==> src/sv/whcp_pkg.sv <==
`default_nettype none

package whcp_pkg;

	localparam logic [31:0] ID_RIFF = 32'h4646_4952;
	localparam logic [31:0] ID_WAVE = 32'h4556_4157;
	localparam logic [31:0] ID_FMT  = 32'h2074_6D66;
	localparam logic [31:0] ID_DATA = 32'h6174_6164;

	localparam logic [31:0] MIN_FILE_BYTES = 32'd44;
	localparam logic [31:0] FMT_MIN_SIZE   = 32'd16;
	localparam logic [31:0] RIFF_LAST_POS  = 32'd3;
	localparam logic [31:0] FILE_HDR_LAST  = 32'd11;
	localparam logic [15:0] FMT_PCM        = 16'd1;

	// Chunk byte counter: a payload plus its pad byte reaches 2^32
	localparam int          LEFT_W          = 33;
	localparam logic [LEFT_W-1:0] CHUNK_HDR_BYTES = LEFT_W'(8);

	// State of one file as it stands after its final byte
	typedef struct packed {
		logic        hdr_good;
		logic        payload_seen;
		logic [15:0] format;
		logic [15:0] channels;
		logic [31:0] rate;
		logic [15:0] bits;
		logic [31:0] offset;
		logic [31:0] size;
	} snap_t;

endpackage

`default_nettype wire

==> src/sv/wav_header_chunk_parser_core.sv <==
// WAV header checker. Feed the file on the byte channel, one beat per byte
// from offset zero, with last_byte set on the final byte. Each file yields
// exactly one beat on the result channel; other bytes yield nothing.
// Byte channel: byte_valid/byte_ready carrying byte_value and last_byte.
// Result channel: result_valid/result_ready carrying ok, channel_count,
// rate_hz, sample_bits, payload_offset and payload_size; all fields other
// than ok are zero when ok is low.
// Throughput: one byte per cycle while byte_ready is high; the chunk walker
// updates its counters and shift registers as each byte is taken, and
// back-to-back files need no gap. The final byte is captured into a
// snapshot register at its accepting edge; the verdict register loads from
// it when snap_ready is high, and result_valid then rises.
// Stalls: a held result fills the output register, then the snapshot
// register; while the snapshot register is full and cannot drain,
// byte_ready is low for every byte, so the walker holds until it empties.
// Reset (arst_n low) clears the walker to the start of a file and empties
// both registers; the walker is cleared the same way after every final byte.
`default_nettype none

module wav_header_chunk_parser_core (
	input  wire logic        clk,
	input  wire logic        arst_n,
	input  wire logic        byte_valid,
	output logic             byte_ready,
	input  wire logic [7:0]  byte_value,
	input  wire logic        last_byte,
	output logic             result_valid,
	input  wire logic        result_ready,
	output logic             ok,
	output logic [1:0]       channel_count,
	output logic [31:0]      rate_hz,
	output logic [4:0]       sample_bits,
	output logic [31:0]      payload_offset,
	output logic [31:0]      payload_size
);
	import whcp_pkg::*;

	logic  snap_valid_s1;
	logic  snap_ready;
	snap_t snap_s1;

	whcp_walker u_walker (
		.clk           (clk),
		.arst_n        (arst_n),
		.byte_value    (byte_value),
		.last_byte     (last_byte),
		.byte_valid    (byte_valid),
		.byte_ready    (byte_ready),
		.snap_valid_s1 (snap_valid_s1),
		.snap_s1       (snap_s1),
		.snap_ready    (snap_ready)
	);

	whcp_verdict u_verdict (
		.clk            (clk),
		.arst_n         (arst_n),
		.snap_valid_s1  (snap_valid_s1),
		.snap_s1        (snap_s1),
		.snap_ready     (snap_ready),
		.result_valid   (result_valid),
		.result_ready   (result_ready),
		.ok             (ok),
		.channel_count  (channel_count),
		.rate_hz        (rate_hz),
		.sample_bits    (sample_bits),
		.payload_offset (payload_offset),
		.payload_size   (payload_size)
	);

endmodule

`default_nettype wire

==> src/sv/whcp_walker.sv <==
`default_nettype none

module whcp_walker (
	input  wire logic           clk,
	input  wire logic           arst_n,
	input  wire logic [7:0]     byte_value,
	input  wire logic           last_byte,
	input  wire logic           byte_valid,
	output logic                byte_ready,
	output logic                snap_valid_s1,
	output whcp_pkg::snap_t     snap_s1,
	input  wire logic           snap_ready
);
	import whcp_pkg::*;

	typedef enum logic [2:0] {
		PH_FILE = 3'b001,
		PH_HDR  = 3'b010,
		PH_BODY = 3'b100
	} phase_t;

	phase_t              phase_q, phase_d;
	logic [31:0]         pos_q, pos_d;
	logic                hdr_good_q, hdr_good_d;
	logic [63:0]         chb_q, chb_d;
	logic [LEFT_W-1:0]   left_q, left_d;
	logic [63:0]         pend_fmt_q, pend_fmt_d;
	logic [15:0]         pend_bits_q, pend_bits_d;
	logic [31:0]         pend_off_q, pend_off_d;
	logic [15:0]         kept_format_q, kept_format_d;
	logic [15:0]         kept_channels_q, kept_channels_d;
	logic [31:0]         kept_rate_q, kept_rate_d;
	logic [15:0]         kept_bits_q, kept_bits_d;
	logic [31:0]         kept_off_q, kept_off_d;
	logic [31:0]         kept_size_q, kept_size_d;
	logic                seen_q, seen_d;

	logic                take;
	logic [63:0]         hdr_shift;
	logic [LEFT_W-1:0]   left_dec;
	logic [31:0]         id_cur, size_cur, id_new, size_new, commit_size;
	logic [LEFT_W-1:0]   total_cur, body_idx;
	logic                fmt_chunk, commit_fmt, commit_data;
	snap_t               snap_d;

	assign byte_ready = !snap_valid_s1 || snap_ready;
	assign take       = byte_valid && byte_ready;

	always_comb begin
		phase_d         = phase_q;
		hdr_good_d      = hdr_good_q;
		chb_d           = chb_q;
		pend_fmt_d      = pend_fmt_q;
		pend_bits_d     = pend_bits_q;
		pend_off_d      = pend_off_q;
		kept_format_d   = kept_format_q;
		kept_channels_d = kept_channels_q;
		kept_rate_d     = kept_rate_q;
		kept_bits_d     = kept_bits_q;
		kept_off_d      = kept_off_q;
		kept_size_d     = kept_size_q;
		seen_d          = seen_q;

		pos_d     = (pos_q == '1) ? pos_q : pos_q + 32'd1;
		hdr_shift = {byte_value, chb_q[63:8]};
		left_dec  = (left_q != '0) ? left_q - LEFT_W'(1) : left_q;
		left_d    = left_q;

		id_cur    = chb_q[31:0];
		size_cur  = chb_q[63:32];
		total_cur = {1'b0, size_cur} + {{(LEFT_W-1){1'b0}}, size_cur[0]};
		body_idx  = total_cur - left_q;
		fmt_chunk = (id_cur == ID_FMT) && (size_cur >= FMT_MIN_SIZE);
		id_new    = hdr_shift[31:0];
		size_new  = hdr_shift[63:32];

		commit_fmt  = 1'b0;
		commit_data = 1'b0;
		commit_size = size_cur;

		case (phase_q)
			PH_HDR: begin
				chb_d  = hdr_shift;
				left_d = left_dec;
				if (left_dec == '0) begin
					pend_off_d  = pos_d;
					commit_size = size_new;
					// an empty data chunk counts at once
					commit_data = (size_new == '0) && (id_new == ID_DATA);
					if (size_new == '0) begin
						left_d = CHUNK_HDR_BYTES;
					end else begin
						left_d  = {1'b0, size_new} + {{(LEFT_W-1){1'b0}}, size_new[0]};
						phase_d = PH_BODY;
					end
				end
			end
			PH_BODY: begin
				if (fmt_chunk) begin
					if (body_idx[LEFT_W-1:3] == '0) begin
						pend_fmt_d[{body_idx[2:0], 3'b000} +: 8] = byte_value;
					end else if (body_idx == LEFT_W'(14)) begin
						pend_bits_d[7:0] = byte_value;
					end else if (body_idx == LEFT_W'(15)) begin
						pend_bits_d[15:8] = byte_value;
					end
				end
				left_d = left_dec;
				// last payload byte, before any pad byte
				if (size_cur != '0 && body_idx == {1'b0, size_cur} - LEFT_W'(1)) begin
					commit_fmt  = fmt_chunk;
					commit_data = (id_cur == ID_DATA);
				end
				if (left_dec == '0) begin
					phase_d = PH_HDR;
					left_d  = CHUNK_HDR_BYTES;
				end
			end
			PH_FILE: begin
				chb_d = hdr_shift;
				if (pos_q == RIFF_LAST_POS && size_new != ID_RIFF) begin
					hdr_good_d = 1'b0;
				end
				if (pos_q == FILE_HDR_LAST) begin
					if (size_new != ID_WAVE) begin
						hdr_good_d = 1'b0;
					end
					phase_d = PH_HDR;
					left_d  = CHUNK_HDR_BYTES;
				end
			end
			default: begin
				phase_d = PH_FILE;
			end
		endcase

		if (commit_fmt) begin
			kept_format_d   = pend_fmt_d[15:0];
			kept_channels_d = pend_fmt_d[31:16];
			kept_rate_d     = pend_fmt_d[63:32];
			kept_bits_d     = pend_bits_d;
		end
		if (commit_data) begin
			kept_off_d  = pend_off_d;
			kept_size_d = commit_size;
			seen_d      = 1'b1;
		end

		snap_d.hdr_good     = hdr_good_d && (pos_d >= MIN_FILE_BYTES);
		snap_d.payload_seen = seen_d;
		snap_d.format       = kept_format_d;
		snap_d.channels     = kept_channels_d;
		snap_d.rate         = kept_rate_d;
		snap_d.bits         = kept_bits_d;
		snap_d.offset       = kept_off_d;
		snap_d.size         = kept_size_d;
	end

	always_ff @(posedge clk or negedge arst_n) begin
		if (!arst_n) begin
			phase_q         <= PH_FILE;
			pos_q           <= '0;
			hdr_good_q      <= 1'b1;
			chb_q           <= '0;
			left_q          <= '0;
			pend_fmt_q      <= '0;
			pend_bits_q     <= '0;
			pend_off_q      <= '0;
			kept_format_q   <= '0;
			kept_channels_q <= '0;
			kept_rate_q     <= '0;
			kept_bits_q     <= '0;
			kept_off_q      <= '0;
			kept_size_q     <= '0;
			seen_q          <= 1'b0;
		end else if (take) begin
			if (last_byte) begin
				// final byte taken: start a fresh file on the next beat
				phase_q         <= PH_FILE;
				pos_q           <= '0;
				hdr_good_q      <= 1'b1;
				chb_q           <= '0;
				left_q          <= '0;
				pend_fmt_q      <= '0;
				pend_bits_q     <= '0;
				pend_off_q      <= '0;
				kept_format_q   <= '0;
				kept_channels_q <= '0;
				kept_rate_q     <= '0;
				kept_bits_q     <= '0;
				kept_off_q      <= '0;
				kept_size_q     <= '0;
				seen_q          <= 1'b0;
			end else begin
				phase_q         <= phase_d;
				pos_q           <= pos_d;
				hdr_good_q      <= hdr_good_d;
				chb_q           <= chb_d;
				left_q          <= left_d;
				pend_fmt_q      <= pend_fmt_d;
				pend_bits_q     <= pend_bits_d;
				pend_off_q      <= pend_off_d;
				kept_format_q   <= kept_format_d;
				kept_channels_q <= kept_channels_d;
				kept_rate_q     <= kept_rate_d;
				kept_bits_q     <= kept_bits_d;
				kept_off_q      <= kept_off_d;
				kept_size_q     <= kept_size_d;
				seen_q          <= seen_d;
			end
		end
	end

	always_ff @(posedge clk or negedge arst_n) begin
		if (!arst_n) begin
			snap_valid_s1 <= 1'b0;
		end else if (take && last_byte) begin
			snap_valid_s1 <= 1'b1;
		end else if (snap_ready) begin
			snap_valid_s1 <= 1'b0;
		end
	end

	always_ff @(posedge clk) begin
		if (take && last_byte) begin
			snap_s1 <= snap_d;
		end
	end

	a_clear_after_last: assert property (@(posedge clk) disable iff (!arst_n)
		take && last_byte |=> pos_q == '0 && phase_q == PH_FILE && !seen_q)
		else $error("walker state not cleared after final byte");

	a_body_has_bytes: assert property (@(posedge clk) disable iff (!arst_n)
		phase_q == PH_BODY |-> left_q != '0)
		else $error("chunk body entered with no bytes left");

	a_snap_loaded: assert property (@(posedge clk) disable iff (!arst_n)
		take && last_byte |=> snap_valid_s1)
		else $error("final byte did not load a snapshot");

endmodule

`default_nettype wire

==> src/sv/whcp_verdict.sv <==
`default_nettype none

module whcp_verdict (
	input  wire logic           clk,
	input  wire logic           arst_n,
	input  wire logic           snap_valid_s1,
	input  wire whcp_pkg::snap_t snap_s1,
	output logic                snap_ready,
	output logic                result_valid,
	input  wire logic           result_ready,
	output logic                ok,
	output logic [1:0]          channel_count,
	output logic [31:0]         rate_hz,
	output logic [4:0]          sample_bits,
	output logic [31:0]         payload_offset,
	output logic [31:0]         payload_size
);
	import whcp_pkg::*;

	logic        result_valid_q;
	logic        ok_q;
	logic [1:0]  channel_count_q;
	logic [31:0] rate_hz_q;
	logic [4:0]  sample_bits_q;
	logic [31:0] payload_offset_q;
	logic [31:0] payload_size_q;

	logic        good, is_two, is_sixteen, pass;
	logic [31:0] frame_mask, trimmed;

	always_comb begin
		is_two     = (snap_s1.channels == 16'd2);
		is_sixteen = (snap_s1.bits == 16'd16);
		good = snap_s1.hdr_good && snap_s1.payload_seen &&
		       (snap_s1.format == FMT_PCM) && (snap_s1.size != '0) &&
		       (snap_s1.rate != '0) &&
		       (snap_s1.channels == 16'd1 || is_two) &&
		       (snap_s1.bits == 16'd8 || is_sixteen);
		// frame stride is 1, 2 or 4 bytes: trim by masking low bits
		frame_mask = {30'd0, is_two && is_sixteen, is_two || is_sixteen};
		trimmed    = snap_s1.size & ~frame_mask;
		pass       = good && (trimmed != '0);
	end

	assign snap_ready = !result_valid_q || result_ready;

	always_ff @(posedge clk or negedge arst_n) begin
		if (!arst_n) begin
			result_valid_q <= 1'b0;
		end else if (snap_ready) begin
			result_valid_q <= snap_valid_s1;
		end
	end

	always_ff @(posedge clk) begin
		if (snap_valid_s1 && snap_ready) begin
			ok_q             <= pass;
			channel_count_q  <= pass ? snap_s1.channels[1:0] : 2'd0;
			rate_hz_q        <= pass ? snap_s1.rate : 32'd0;
			sample_bits_q    <= pass ? snap_s1.bits[4:0] : 5'd0;
			payload_offset_q <= pass ? snap_s1.offset : 32'd0;
			payload_size_q   <= pass ? trimmed : 32'd0;
		end
	end

	assign result_valid   = result_valid_q;
	assign ok             = ok_q;
	assign channel_count  = channel_count_q;
	assign rate_hz        = rate_hz_q;
	assign sample_bits    = sample_bits_q;
	assign payload_offset = payload_offset_q;
	assign payload_size   = payload_size_q;

	a_ok_fields: assert property (@(posedge clk) disable iff (!arst_n)
		result_valid && ok |-> (channel_count == 2'd1 || channel_count == 2'd2) &&
		(sample_bits == 5'd8 || sample_bits == 5'd16) && payload_size != '0 && rate_hz != '0)
		else $error("accepted verdict with impossible format fields");

	a_fail_zero: assert property (@(posedge clk) disable iff (!arst_n)
		result_valid && !ok |-> channel_count == '0 && rate_hz == '0 && sample_bits == '0 &&
		payload_offset == '0 && payload_size == '0)
		else $error("rejected verdict carries nonzero fields");

endmodule

`default_nettype wire
==> config.mk <==
export PLATFORM = sky130hd
export DESIGN_NAME = wav_header_chunk_parser_core
export DESIGN_NICKNAME = d
export VERILOG_FILES = /design/src/sv/whcp_pkg.sv /design/src/sv/wav_header_chunk_parser_core.sv /design/src/sv/whcp_walker.sv /design/src/sv/whcp_verdict.sv
export SDC_FILE = /design/constraint.sdc
export NUM_CORES = 1
export LEC_CHECK = 0
export BUFFER_PORTS_ARGS = -buffer_cell sky130_fd_sc_hd__clkbuf_2
export CAP_MARGIN = 20
export CORE_MARGIN = 1
export CORE_UTILIZATION = 55
export CTS_BUF_LIST = sky130_fd_sc_hd__clkbuf_4
export DETAILED_ROUTE_END_ITERATION = 7
export GPL_TIMING_DRIVEN = 0
export PLACE_DENSITY = 0.75
export SYNTH_ARGS = -nofsm -noshare
export SYNTH_HDL_FRONTEND = slang
export SYNTH_HIERARCHICAL = 1
export SYNTH_SLANG_ARGS = --single-unit
==> constraint.sdc <==
create_clock -name clk -period 7.72 [get_ports clk]
set_input_delay 0.386 -clock clk [delete_from_list [all_inputs] [get_ports clk]]
set_output_delay 0.386 -clock clk [all_outputs]
set_load 0.01 [all_outputs]
==> summary.txt <==
Drt
  • Vias per cell: 6.40
  • Final Routed Wirelength: 113000 microns
  • Drt pass-1 iters: 6
  • DRC: 0
  • Starting DRT DRC Count: 3678
  • Via count: 30400
  • Antenna viol nets, final: 0
  • Routed wire length per instance: 23.9 microns

Clock tree
  • Clock-pin slew on the worst setup and hold paths: 70 ps
  • CTS Buf Count: 167
  • Post-cts resize count: 0
  • Post-CTS setup buffer count: 0
  • # H-tree levels: 4
  • Clock buffer depth: 3
  • Clock sinks: 642
  • Clock Root Buffer: clkbuf_4
  • TritonCTS clock tree: yes
  • Cts hold-fix bufs: 9
  • Clock latency on the worst-skew pair: 1050 ps

Cells and area
  • Final cell utilization of the core: 62.7%
  • Area delta synth->final: 11.9%
  • Post-route cell area: 39700 sq um
  • Share of layout cells above drive strength 1: 16.2%
  • Nets: 3853
  • Final Instance Count excl. Fillers: 4749

Placed design
  • GP Congestion: 1.02
  • I/O Buffers: 117
  • HPWL Detailed: 82400 microns
  • Placed standard-cell area: 37400 sq um
  • Dpl cells: 4432
  • Pre-CTS WS: 410 ps

Setup path
  • WP buf/inv: 5
  • Crit-path cells: inv_1, fa_1, inv_1, ha_1, inv_1, fa_1, and2b_1, o31a_2, o211ai_1, nand3_1, xor2_1, a21oi_1, or3_1, nor4_1, nand4_1, clkbuf_1, clkbuf_1, nand2_1, o21ai_0
  • Most used cell along the critical path: inv_1
  • Crit end category: flop
  • Crit path largest cell delay: 980 ps
  • Crit-path leading delay family: simple AND/OR/NAND/NOR gates
  • Crit Path Category: reg2reg
  • Crit path DAT: 8460 ps
  • CP Data Required Time: 8420 ps
  • CP max-delay cell: nand4_1
  • Worst Path Max Fanout: 10
  • CP startpoint kind: flop

Global routing
  • Total congestion overflow: 0
  • Vias in the first global route: 28700
  • Antenna violations before repair: 4
  • Gr usage total: 34.1%
  • Largest net degree at the start of global routing: 108
  • First-pass GRT wire length: 171000 microns

STA
  • Final Hold Vio Count: 0
  • Worst Slack Setup Final: -38.0 ps
  • RSZ-0062 raised after global routing: no
  • Minimum clock period: 7760 ps
  • Headroom to the max-slew limit: 19.1%
  • Least-Margin Pin Slew: 1210 ps
  • Final period utilization: 100%
  • Fmax: 129 MHz
  • Slew Viols, Final: 0
  • Setup violations, final: 4
  • Clock skew: 69.1 ps

Power and ir drop
  • Pleak: 0.0161 uW
  • Power Dens Cells: 392 nW/um^2
  • VDD IR-drop max: 0.389 mV

Worst hold path
  • Worst Hold Class: in2reg

Floorplanning
  • Die Wd: 256 microns
  • Die Height: 256 microns
  • Row cnt: 92
  • Initial core utilization: 56.0%
  • I/O pin count: 119
  • Core footprint: 63300 sq um
  • DIE AREA: 65500 sq um

Logic synthesis
  • Top FF cell, synth: dfrtp_1
  • Post-synthesis cell count: 3453
  • Sequential area share after synthesis: 48.9%
  • Area contributors post-synth: dfrtp_1, edfxtp_1, nand2_1
  • Mapped Area: 35400 sq um
  • Largest area contributor in the netlist: dfrtp_1
  • Count leader, synth: nand2_1
  • EDFF count, synth: 250
  • Synthesized area per cell: 10.3 sq um
  • Top-area cell type share of the netlist area: 27.5%
  • Distinct cell type count after synthesis: 103
  • Post-synth top cells: nand2_1, dfrtp_1, o21ai_0
  • Async set-reset flop share out of synthesis: 61.1%
  • Ys Warns: 6
  • Seq cells post-synth: 642

Run status
  • Status: finished, violations left
  • Failing checks: setup timing

Run
  • Max-cap viol count: 0
[through the flow]
step	setup TNS, ps	hold slack (ps)	power [uW]
global placement	-1265770	450	12200
floorplan	0	90.4	9880
CTS	0	17.1	15300
detailed placement	0	251	12200
finish	-93.2	109	15500
global route	0	84.4	16300
[where the power goes]
part           internal [uW]  leakage, uW  total, uW  switching (uW)
Clock                   1550      0.00130       3010            1460
Sequential              3700      0.00794       3870             178
Combinational           3020      0.00684       8660            5640
Total                   8260       0.0161      15500            7280
[cells in the final DEF, fill, tap and decap left out, types with 59 or more instances in the layout]
cell       count
mux2_2        59
nand3_1      121
dfrtp_1      390
clkbuf_1     180
clkbuf_4     253
xnor2_1       96
inv_1        147
nor2_1       129
nand2_1      408
o2bb2ai_1     86
clkbuf_2     117
nor3_1        69
o21ai_0      299
a21oi_1       80
o21ai_1       61
a22o_1        86
edfxtp_1     250
nor4_1        59
mux2i_1      113
ha_1          73
[kinds of logic (layout without fill, tap and decap cells)]
logic type                 after synthesis  in the layout  synth area share, %
and+or+nand+nor                       1117           1117                 16.2
AOI/OAI and AO/OA                      867            867                 17.6
DFF                                    642            642                 48.9
buffers and inverters                  400            844                 4.62
muxes                                  204            204                 6.09
xor gates and xnor gates               147            147                 3.95
adders and majority gates               75             75                 2.69
other                                    1              7               0.0106
[worst min-delay path: stages]
cell      delay (ps)
clkbuf_2         250
mux2_2           260
nand2_1           60
o21ai_0          130
[flip-flops by register name (all words and copies together) (netlist names), 33 cells and up]
| name | flops |
|---|---|
| u_walker/pend_fmt_q | 64 |
| u_walker/left_q | 33 |
| u_walker/snap_s1 | 146 |
| u_walker/chb_q | 64 |
[layer usage]
layer	vias up	share of wire, %	global-route usage (%)	routed length [microns]
met5	-	0.011	0	13
met4	2	4.3	15.6	4860
met3	311	11	8.18	12000
met2	1768	44	51.2	50100
met1	14800	41	47.0	46500
li1	13500	-	-	-
[worst paths after layout]
kind	start	cells past startpoint	endpoint	slack [ps]
setup / recovery	u_walker/chb_q[32]	19	u_walker/snap_s1[84]	-40
hold / removal	byte_value[7]	4	u_walker/kept_size_q[31]	110
setup reg to reg	u_walker/chb_q[32]	19	u_walker/snap_s1[84]	-40
hold reg to reg	u_walker/pend_off_q[29]	2	u_walker/pend_off_q[29]	480
max in group asynchronous	arst_n	6	u_walker/kept_format_q[5]	5920
min in group asynchronous	arst_n	4	u_walker/chb_q[14]	530
[final cells by class]
cell class / instances / area, sq um
antenna: 4 / 10.0
buffer: 253 / 1090
clock buffer: 253 / 1900
clock inverter: 50 / 279
fill: 5210 / 23600
inverter: 147 / 552
multi-input combinational: 2413 / 16500
sequential: 642 / 17300
tap: 846 / 1060
timing repair buffer: 141 / 963
Note: power is estimated with default switching activity, not from simulation.
